`config.mk`:
```
export PLATFORM = sky130hd
export DESIGN_NAME = ludps_ctrl
export DESIGN_NICKNAME = d
export VERILOG_FILES = /design/src/ludps_pkg.sv /design/src/ludps_ctrl.sv
export SDC_FILE = /design/constraint.sdc
export NUM_CORES = 1
export LEC_CHECK = 0
export ABC_AREA = 1
export BUFFER_PORTS_ARGS = -buffer_cell sky130_fd_sc_hd__buf_2
export CORE_MARGIN = 10
export CORE_UTILIZATION = 40
export CTS_CLUSTER_DIAMETER = 60
export CTS_CLUSTER_SIZE = 25
export DETAILED_ROUTE_END_ITERATION = 8
export PLACE_DENSITY = 0.86
export SYNTH_ARGS = -nofsm -noshare
export SYNTH_HDL_FRONTEND = slang
export SYNTH_SLANG_ARGS = --single-unit
```
`constraint.sdc`:
```
create_clock -name clk -period 1.45 [get_ports clk]
set_input_delay 0.145 -clock clk [delete_from_list [all_inputs] [get_ports clk]]
set_output_delay 0.145 -clock clk [all_outputs]
set_load 0.02 [all_outputs]
```
`src/ludps_pkg.sv`:
```
// Package for the LU solver: widths, codes, fixed-point helpers.
// No dependencies.
package ludps_pkg;
	localparam int DIM       = 4;
	localparam int FRAC_BITS = 16;
	localparam int IW        = $clog2(DIM);
	localparam int EW        = $clog2(DIM * DIM);

	localparam logic [1:0] ST_OK       = 2'd0;
	localparam logic [1:0] ST_SINGULAR = 2'd1;
	localparam logic [1:0] ST_NOFACT   = 2'd2;

	localparam logic KIND_MAT = 1'b0;
	localparam logic KIND_RHS = 1'b1;

	typedef struct packed {
		logic       kind;
		logic [31:0] value;
	} in_item_t;

	typedef struct packed {
		logic        result_kind;
		logic [1:0]  status;
		logic [31:0] value_res;
		logic        last;
	} out_item_t;

	typedef enum logic [3:0] {
		OP_NONE,
		OP_STORE_MAT,
		OP_STORE_RHS,
		OP_DECOMPOSE,
		OP_SOLVE
	} op_t;

	typedef struct packed {
		op_t         op;
		logic [31:0] value;
		logic [EW-1:0] idx;
	} dp_cmd_t;

	typedef struct packed {
		logic busy;
		logic done;
		logic ok;
	} dp_stat_t;

	function automatic logic signed [31:0] sat32(input logic signed [65:0] v);
		if (v > 66'sd2147483647) return 32'sh7fffffff;
		if (v < -66'sd2147483648) return 32'sh80000000;
		return v[31:0];
	endfunction
endpackage

```
`src/ludps_ctrl.sv`:
```
// Controller: input counters, command issue, result sequencing.
// Depends on ludps_pkg.
module ludps_ctrl import ludps_pkg::*; (
	input  logic          clk,
	input  logic          arst_n,
	input  logic          in_valid,
	output logic          in_ready,
	input  in_item_t      in_data,
	output logic          out_valid,
	input  logic          out_ready,
	output out_item_t     out_data,
	output dp_cmd_t       cmd,
	input  dp_stat_t      stat,
	output logic [IW-1:0] rd_idx,
	input  logic [31:0]   sol
);
	typedef enum logic [2:0] {S_IN, S_DEC, S_SOL, S_WAIT, S_EMIT} state_t;
	state_t st_q;
	logic [EW-1:0] lcnt_q;
	logic [IW-1:0] rcnt_q, ecnt_q;
	logic fvalid_q, xfer, oxfer, solving_q;

	assign in_ready = (st_q == S_IN) && !out_valid;
	assign xfer  = in_valid && in_ready;
	assign oxfer = out_valid && out_ready;
	assign rd_idx = ecnt_q;

	always_comb begin
		cmd = '{op: OP_NONE, value: in_data.value, idx: lcnt_q};
		if (xfer) begin
			cmd.op = (in_data.kind == KIND_MAT) ? OP_STORE_MAT : OP_STORE_RHS;
			if (in_data.kind == KIND_RHS) cmd.idx = EW'(rcnt_q);
		end
		if (st_q == S_DEC) cmd.op = OP_DECOMPOSE;
		if (st_q == S_SOL) cmd.op = OP_SOLVE;
	end

	always_ff @(posedge clk or negedge arst_n) begin
		if (!arst_n) begin
			st_q <= S_IN; lcnt_q <= '0; rcnt_q <= '0; ecnt_q <= '0;
			fvalid_q <= 1'b0; out_valid <= 1'b0; solving_q <= 1'b0;
			out_data <= '0;
		end else begin
			if (oxfer) out_valid <= 1'b0;
			case (st_q)
				S_IN: if (xfer) begin
					if (in_data.kind == KIND_MAT) begin
						if (lcnt_q == '0) fvalid_q <= 1'b0;
						lcnt_q <= lcnt_q + 1'b1;
						if (lcnt_q == EW'(DIM*DIM-1)) st_q <= S_DEC;
					end else begin
						rcnt_q <= rcnt_q + 1'b1;
						if (rcnt_q == IW'(DIM-1)) begin
							if (fvalid_q) st_q <= S_SOL;
							else begin
								out_valid <= 1'b1;
								out_data <= '{result_kind: 1'b0, status: ST_NOFACT,
									value_res: '0, last: 1'b1};
							end
						end
					end
				end
				S_DEC: begin solving_q <= 1'b0; st_q <= S_WAIT; end
				S_SOL: begin solving_q <= 1'b1; st_q <= S_WAIT; end
				S_WAIT: if (stat.done) begin
					if (solving_q) begin
						ecnt_q <= '0;
						st_q <= S_EMIT;
					end else begin
						fvalid_q <= stat.ok;
						out_valid <= 1'b1;
						out_data <= '{result_kind: 1'b0,
							status: stat.ok ? ST_OK : ST_SINGULAR, value_res: '0, last: 1'b1};
						st_q <= S_IN;
					end
				end
				S_EMIT: if (!out_valid || oxfer) begin
					out_valid <= 1'b1;
					out_data <= '{result_kind: 1'b1, status: ST_OK,
						value_res: sol, last: ecnt_q == IW'(DIM-1)};
					ecnt_q <= ecnt_q + 1'b1;
					if (ecnt_q == IW'(DIM-1)) st_q <= S_IN;
				end
				default: st_q <= S_IN;
			endcase
		end
	end
endmodule

```
; After elaboration in Yosys (flattened, before gate mapping)
; Cells that the tools add are included.
[op_classes]
n_addsub = 3
n_eq_ne = 21
mux = 45
n_bitwise = 1
n_reduce_logical = 18
[ops]
columns = operator, n
row1 = 2-to-1 mux 36 bit, 7
row2 = case mux 36 bit (3 select lines), 1
row3 = 2-to-1 mux 3 bit, 9
row4 = "!= test 2 bit, second input constant", 9
row5 = 2-to-1 mux 1 bit, 14
row6 = 2-to-1 mux 2 bit, 6
row7 = 2-to-1 mux 4 bit, 3
row8 = case mux 3 bit (4 select lines), 1
row9 = AND reduction 8 bit, 1
row10 = AND reduction 7 bit, 1
row11 = "equality test 3 x 2 -> 1 bit, second input constant", 2
row12 = "!= test 3 x 2 -> 1 bit, second input constant", 2
row13 = AND reduction 3 bit, 2
row14 = AND reduction 6 bit, 1
row15 = nonzero test 2 bit, 3
row16 = "adder 2 x 1 -> 2 bit, second input constant", 2
row17 = "adder 4 x 1 -> 4 bit, second input constant", 1
row18 = "equality test 2 bit, second input constant", 2
row19 = "equality test 4 bit, second input constant", 1
row20 = logical NOT 4 bit, 1
row21 = "!= test 2 x 1 -> 1 bit, second input constant", 2
row22 = case mux 1 bit (2 select lines), 2
row23 = case mux 2 bit (2 select lines), 1
row24 = AND reduction 4 bit, 1
row25 = other kinds (11), 13
[word_totals]
register_bits = 50
input_bits = 72
out_inout_bits = 80

; Depth between registers and ports, before layout
; Gate-level depths: netlist (run 1).
[depth]
depth_word = 7
depth_mapped = 9
ltp_nobuf = 9

; Least setup slack after synthesis (run 1)
; Ideal clock, no wire load.
[synth_path]
path_kind = register -> output
from = reg st_q[0]
to = out cmd[0] (netlist bit)
t_arrival_ps = 1458
t_required_ps = 1305
slack_ps = -153
path_stages_with_launch = 6
path_buffers = 0
cell_sequence = dfrtp_1 > nor2_4 > nand4_2 > nor2_2 > inv_2 > a21oi_1
[synth_lines]
columns = element, line_no
row1 = start: declaration, ludps_ctrl.sv:18  ; state_t st_q;
row2 = start signal: assignment, ludps_ctrl.sv:40  ; st_q <= S_IN; lcnt_q <= '0; rcnt_q <= '0; ecnt_q <= '0;
row3 = start signal: assignment, ludps_ctrl.sv:50  ; if (lcnt_q == EW'(DIM*DIM-1)) st_q <= S_DEC;
row4 = start signal: assignment, ludps_ctrl.sv:54  ; if (fvalid_q) st_q <= S_SOL;
row5 = end: declaration, ludps_ctrl.sv:12  ; output dp_cmd_t cmd,

; Final worst setup path (run 1)
[layout_path]
from = reg st_q[1]
to = out in_ready
[layout_via]
elab_chain_len = 2
[layout_rtl]
columns = element, line_no
row1 = logical NOT 3 bit, ludps_ctrl.sv:23  ; assign in_ready = (st_q == S_IN) && !out_valid;
row2 = logical AND 1 bit, ludps_ctrl.sv:23
row3 = end: declaration, ludps_ctrl.sv:7  ; output logic in_ready,
; No other way between the ends.

==> results of run 1 <==
## what timing repair did
item | CTS | global route
hold endpoints to repair | 50 | 0
pin swaps | 4 | 7
endpoints found under the setup margin | 51 | 50
gates resized for setup | 22 | 31
hold buffers | 1 | 0
setup buffers | 6 | 2
cloned | 2 | 0
## cells in the mapped netlist (all sizes together)
library cell	n
a21oi	3
nor2	17
nand2	150
dfrtp	50
inv	23
nand3	14
buf	39
or2	1
o21ai	10
conb	1
ha	4
nand4	6
xor2	4
## state kept, by name, summed over array words and instances (netlist names)
| signal | count |
|---|---|
| rd_idx | 2 |
| solving_q | 1 |
| out_valid | 1 |
| st_q | 3 |
| out_data | 36 |
| lcnt_q | 4 |
| rcnt_q | 2 |
| fvalid_q | 1 |
## layer usage
metal  track usage  wire (um)
met1         0.143       2700
met3        0.0565        660
met4        0.0397        124
met2         0.216       3270
met5             0          0
## metrics by stage
stage	cell area (sq um)	cells	setup TNS (ps)	setup WS, ps	util
2_1_floorplan	2670	322	-15.8	-15.8	-
3_3_place_gp	3060	464	-237	-19.4	0.479
3_5_place_dp	3060	464	-1800	-67.4	0.479
4_1_cts	3340	481	-7520	-216	0.524
5_1_grt	3370	479	-8610	-291	0.528
6_report	3370	479	-3930	-196	0.528
## cell families after synthesis
group,count (synthesis)
buffers and inverters,62
AND/OR/NAND/NOR,188
AO/OA/AOI/OAI,13
flip-flops,50
XOR/XNOR,4
adder cells (fa/ha/maj),4
other,1
## report_power, final
part,switching [mW],internal (mW)
Sequential,0.154,1.60
Clock,0.464,0.515
Combinational,1.03,0.742
## critical path: cells and delay by family, from the launching register on
kind	cells	cell delay [ps]
flops	1	430
buf+inv	3	470
simple gates	3	300
## layout make-up
class,instances,area [sq um],share of cell area
timing repair buffer,111,718,0.213
clock buffer,6,72.6,0.0215
clock inverter,2,37.5,0.0111
inverter,23,98.8,0.0293
sequential,50,1250,0.372
tap,77,96.3,0.0286
multi-input combinational,210,1090,0.325
## path summary, 6_finish.rpt
| check | slack [ps] | cells after the start | endpoint | from |
|---|---|---|---|---|
| max in group asynchronous | 840 | 3 | st_q[1] | arst_n |
| max reg2reg | -100 | 9 | out_data[2] | st_q[1] |
| min in group asynchronous | 340 | 3 | lcnt_q[1] | arst_n |
| max | -200 | 6 | in_ready | st_q[1] |
| min reg2reg | 470 | 2 | out_data[21] | out_data[21] |
| min | 30 | 3 | out_data[10] | sol[9] |
## layout by cell type, fill, tap and decap left out, types with 3 or more instances in the layout
cell,count
nand2_2,20
xor2_1,4
buf_2,77
o21ai_0,6
nand4_1,5
nor2_2,7
o21ai_1,3
inv_2,6
dfrtp_1,49
nor2_4,4
buf_6,10
clkbuf_8,5
nand3_1,11
inv_1,15
buf_12,3
buf_4,20
nand2_4,4
nand2_1,126
nor2_1,5
ha_1,4
==> results.yml, run 1 <==
power:
  power_density_nw_per_um2: 1340
  p_leak_nw: 1.97
  peakVddDrop_mv: 1.03
  totalPowerFinal_mw: 4.51
timing:
  hold_viol: 0
  drv_slew: 0
  final.period_utilization: 1.14
  whs_ps: 32.9
  rsz0062_at_grt: "yes"
  finClkSkew_ps: 16.3
  setup_ws_ps: -196
  fmax_ghz: 0.607
  setup_viol: 46
  period_needed_ps: 1650
routing:
  drtIter0Drc: 68
  drc: 0
  ant_nets: 0
  drt-pass1-iter-count: 4
  routedWlPerCell_um: 14.1
  wl_um: 6750
  num_vias: 2239
  viasPerCell: 4.67
synthesis:
  synth.yosys.seq_area_share: 0.471
  synth_top_area_cell: "dfrtp_1"
  synth.distinct_cells: 27
  yosysWarnings: 0
  synth_top_family_by_area: "simple AND/OR/NAND/NOR gates"
  synth_fa_ha_area_frac: 0.0188
  synthCells: 322
  synth.avg_cell_area_sq_um: 8.26
  ys_top_cells_by_area: "dfrtp_1 47%, nand2_1 19%, buf_4 9.9%"
  synth_seq_cells: 50
  synth_top_area_frac: 0.471
  syn_nets: 398
  synthXorXnorAreaFrac: 0.0132
  synth-compound-area-share: 0.0259
  synthMuxAreaShare: 0
  synth_area_sq_um: 2660
  synth-simple-area-share: 0.320
floorplanning:
  die_y_um: 102
  die_w_um: 102
  coreArea_sq_um: 6390
  start_util: 0.416
  dieArea_sq_um: 10300
  fp-row-count: 29
  ios: 152
clock_tree:
  cts_tree: "yes"
  path_clk_slew_ps: 90
  ctsHtreeMaxLevel: 2
  clkLatencyLatePin_ps: 310
  clockBufferDepth: 2
  numCtsBuffers: 5
  cts-root-buf: "clkbuf_8"
  numClockSinks: 50
global_routing:
  track_usage: 0.128
  grt_pass1_wl_um: 10900
  antenna_found_initial: 0
  grt_pass1_vias: 2334
  grt_max_degree: 51
  grt_overflow: 0
critical_path:
  cp_cell_sequence: "nor2_4 -> buf_4 -> nand2_2 -> buf_4 -> nor2_1 -> buf_4"
  cpMaxStageDelayCell: "dfrtp_2"
  endpoint_kind: "output pin"
  start_kind: "flop"
  worstPathMaxFanout: 6
  path_common_cell: "buf_4"
  required_ps: 1310
  worstPathArrival_ps: 1500
  cp_slowest_stage_delay_ps: 430
  critPathKind: "reg -> out"
outcome:
  violations: "negative setup slack"
  status: "finished, violations left"
hold_path:
  hp-class: "in -> reg"
place:
  place.gp.congestion: 0.873
  dpl.hpwl_um: 5050
  portBuffers: 85
finish:
  nNetsFinal: 477
  layout-drive-gt1-share: 0.423
  antenna_cells: 0
  synthToLayoutAreaGrowth_pct: 26.8
  fillCellCount: 604
flow_run:
  max-cap-violations: 0
(Power assumes the default switching activity.)
==> run 2, diff against run 1 <==
--- a/config.mk
+++ b/config.mk
@@ -12,7 +12,8 @@
 export CTS_CLUSTER_DIAMETER = 60
 export CTS_CLUSTER_SIZE = 25
 export DETAILED_ROUTE_END_ITERATION = 8
-export PLACE_DENSITY = 0.86
+export PLACE_DENSITY_LB_ADDON = 0.3
 export SYNTH_ARGS = -nofsm -noshare
 export SYNTH_HDL_FRONTEND = slang
 export SYNTH_SLANG_ARGS = --single-unit
+export TNS_END_PERCENT = 20
==> run 2 against run 1 <==
Register-to-register slack got worse by 70 ps. Sequential share of layout area decreased by 0.94 points. Maximum frequency decreased by 0.13%. Via count about the same. Count of clock-buffer cells in the layout decreased by 1. Final area increased by 2.7%. The flow still finishes with violations (negative setup slack).
==> results.yml, run 2 (same netlist as run 1, synthesis figures left out) <==
routing:
  drtIter0Drc: 159
  wl_um: 6940
  routedWlPerCell_um: 14.3
  num_vias: 2241
  viasPerCell: 4.63
  ant_nets: 0
  drc: 0
  drt-pass1-iter-count: 4
timing:
  rsz0062_at_grt: "yes"
  setup_viol: 45
  drv_slew: 0
  fmax_ghz: 0.607
  final.period_utilization: 1.14
  finClkSkew_ps: 14.3
  setup_ws_ps: -198
  period_needed_ps: 1650
  hold_viol: 0
finish:
  largest_register: "out_data"
  antenna_cells: 0
  nNetsFinal: 482
  layout_common_cells: "123 x nand2_1, 79 x buf_2, 48 x dfrtp_1, 26 x buf_4, 23 x nand2_2"
  top_regs: "out_data x36, lcnt_q x4, st_q x3"
  layout-drive-gt1-share: 0.447
  largest_register_ffs: 36
  synthToLayoutAreaGrowth_pct: 30.2
  final_design_area_no_fill_sq_um: 3460
  fillCellCount: 611
  layout_commonest_cell: "nand2_1"
power:
  p_comb_frac: 0.398
  seq_power_share: 0.381
  p_sw_mw: 1.70
  p_leak_nw: 2.02
  totalPowerFinal_mw: 4.61
  power_density_nw_per_um2: 1330
  netSwitchingFraction: 0.369
  peakVddDrop_mv: 0.714
  pwr-share-clk: 0.221
  p_int_mw: 2.91
clock_tree:
  cts_tree: "yes"
  ctsHtreeMaxLevel: 2
  path_clk_slew_ps: 100
  numCtsBuffers: 5
  clockBufferDepth: 2
  numClockSinks: 50
  cts-root-buf: "clkbuf_8"
  clkLatencyLatePin_ps: 300
outcome:
  status: "finished, violations left"
  violations: "negative setup slack"
critical_path:
  r2r_start: "st_q[0]"
  required_ps: 1310
  endpoint_kind: "output pin"
  crit_start: "st_q[0]"
  r2r.worst_path.cells: 11
  r2r-end: "out_data[25]"
  crit_end: "cmd[1]"
  path_common_cell: "nor2_4"
  critPathKind: "reg -> out"
  start_kind: "flop"
  cp_cell_sequence: "nor2_4 -> nand4_4 -> nor2_4 -> buf_4 -> o21ai_0 -> buf_2"
  cp_slowest_stage_delay_ps: 440
  r2r_slack_ps: -170
  cpMaxStageDelayCell: "dfrtp_2"
  worstPathMaxFanout: 4
  worstPathArrival_ps: 1500
global_routing:
  grt_overflow: 0
  antenna_found_initial: 0
  grt_max_degree: 51
  track_usage: 0.127
  grt_pass1_wl_um: 10800
  grt_pass1_vias: 2257
place:
  place_area_sq_um: 3080
  dpl.hpwl_um: 5120
  portBuffers: 85
  place.gp.congestion: 0.876
hold_path:
  hp-class: "in -> reg"
floorplanning:
  coreArea_sq_um: 6390
  fp-row-count: 29
  die_w_um: 102
  ios: 152
  die_y_um: 102
  dieArea_sq_um: 10300
  start_util: 0.416
flow_run:
  max-cap-violations: 0
run 2: cell count changes in the layout (fill, tap and decap cells not counted), moves of 3 or more:
cell | before | now
buf_4 | 20 | 26
inv_4 | 0 | 4
nand2_2 | 20 | 23
nand2_1 | 126 | 123
inv_2 | 6 | 3
buf_6 | 10 | 5
run 2: worst min-delay path by stage:
stage | from | to | slack, ps | cells past startpoint
3_3_place_gp | arst_n | rcnt_q[1] | 160 | 2
2_1_floorplan | arst_n | fvalid_q | -150 | 0
6_report | sol[5] | out_data[6] | 30 | 3
3_5_place_dp | arst_n | lcnt_q[1] | 160 | 2
4_1_cts | sol[5] | out_data[6] | 20 | 3
5_1_grt | sol[11] | out_data[12] | 20 | 3
run 2: worst max-delay path: cells and delay by family, from the launching register on:
family                 cells  cell delay (ps)
flip-flops                 1              440
AND/OR/NAND/NOR            3              430
AO/OA/AOI/OAI              1               60
buffers and inverters      2              290
run 2: power by group through the flow:
stage	clock network (mW)	logic (mW)	registers, mW
after floorplan	0	0.964	1.89
after global placement	0	1.50	1.78
after detailed placement	0	1.52	1.78
after CTS	1.06	1.63	1.75
after global routing	1.13	2.01	1.79
final	1.02	1.83	1.75
run 2: area by class of cell:
cell class / count / area [sq um] / area share
well taps: 77 / 96.3 / 0.0278
clock inverters: 3 / 47.5 / 0.0137
multi-input cells: 210 / 1120 / 0.325
inverters: 23 / 104 / 0.0300
repair buffers: 116 / 767 / 0.222
clock buffers: 5 / 68.8 / 0.0199
flip-flops and latches: 50 / 1250 / 0.362
run 2: metrics by stage:
| step | hold slack, ps | std cells | worst slack [ps] | setup TNS (ps) | util |
|---|---|---|---|---|---|
| after global placement | 156 | 467 | -25.5 | -500 | 0.483 |
| final | 30.2 | 484 | -198 | -6540 | 0.542 |
| after global routing | 22.2 | 484 | -283 | -11230 | 0.542 |
| after detailed placement | 157 | 467 | -58.7 | -1710 | 0.483 |
| after floorplan | -151 | 322 | -15.8 | -15.8 | - |
| after CTS | 24.5 | 480 | -223 | -2960 | 0.514 |
run 2: routing by layer:
layer,track usage,vias up,share of wire
met4,0.0504,0,0.017
met2,0.205,88,0.48
met1,0.144,1017,0.40
met5,0,-,0
met3,0.0565,13,0.11
li1,-,1123,-
run 2: repair_timing:
action | 4_1_cts | 5_1_grt
pin swaps | 3 | 8
setup buffers | 4 | 2
cloned | 0 | 2
hold buffers | 1 | 0
endpoints found under the setup margin | 48 | 55
hold endpoints to repair | 50 | 0
gates resized for setup | 17 | 40
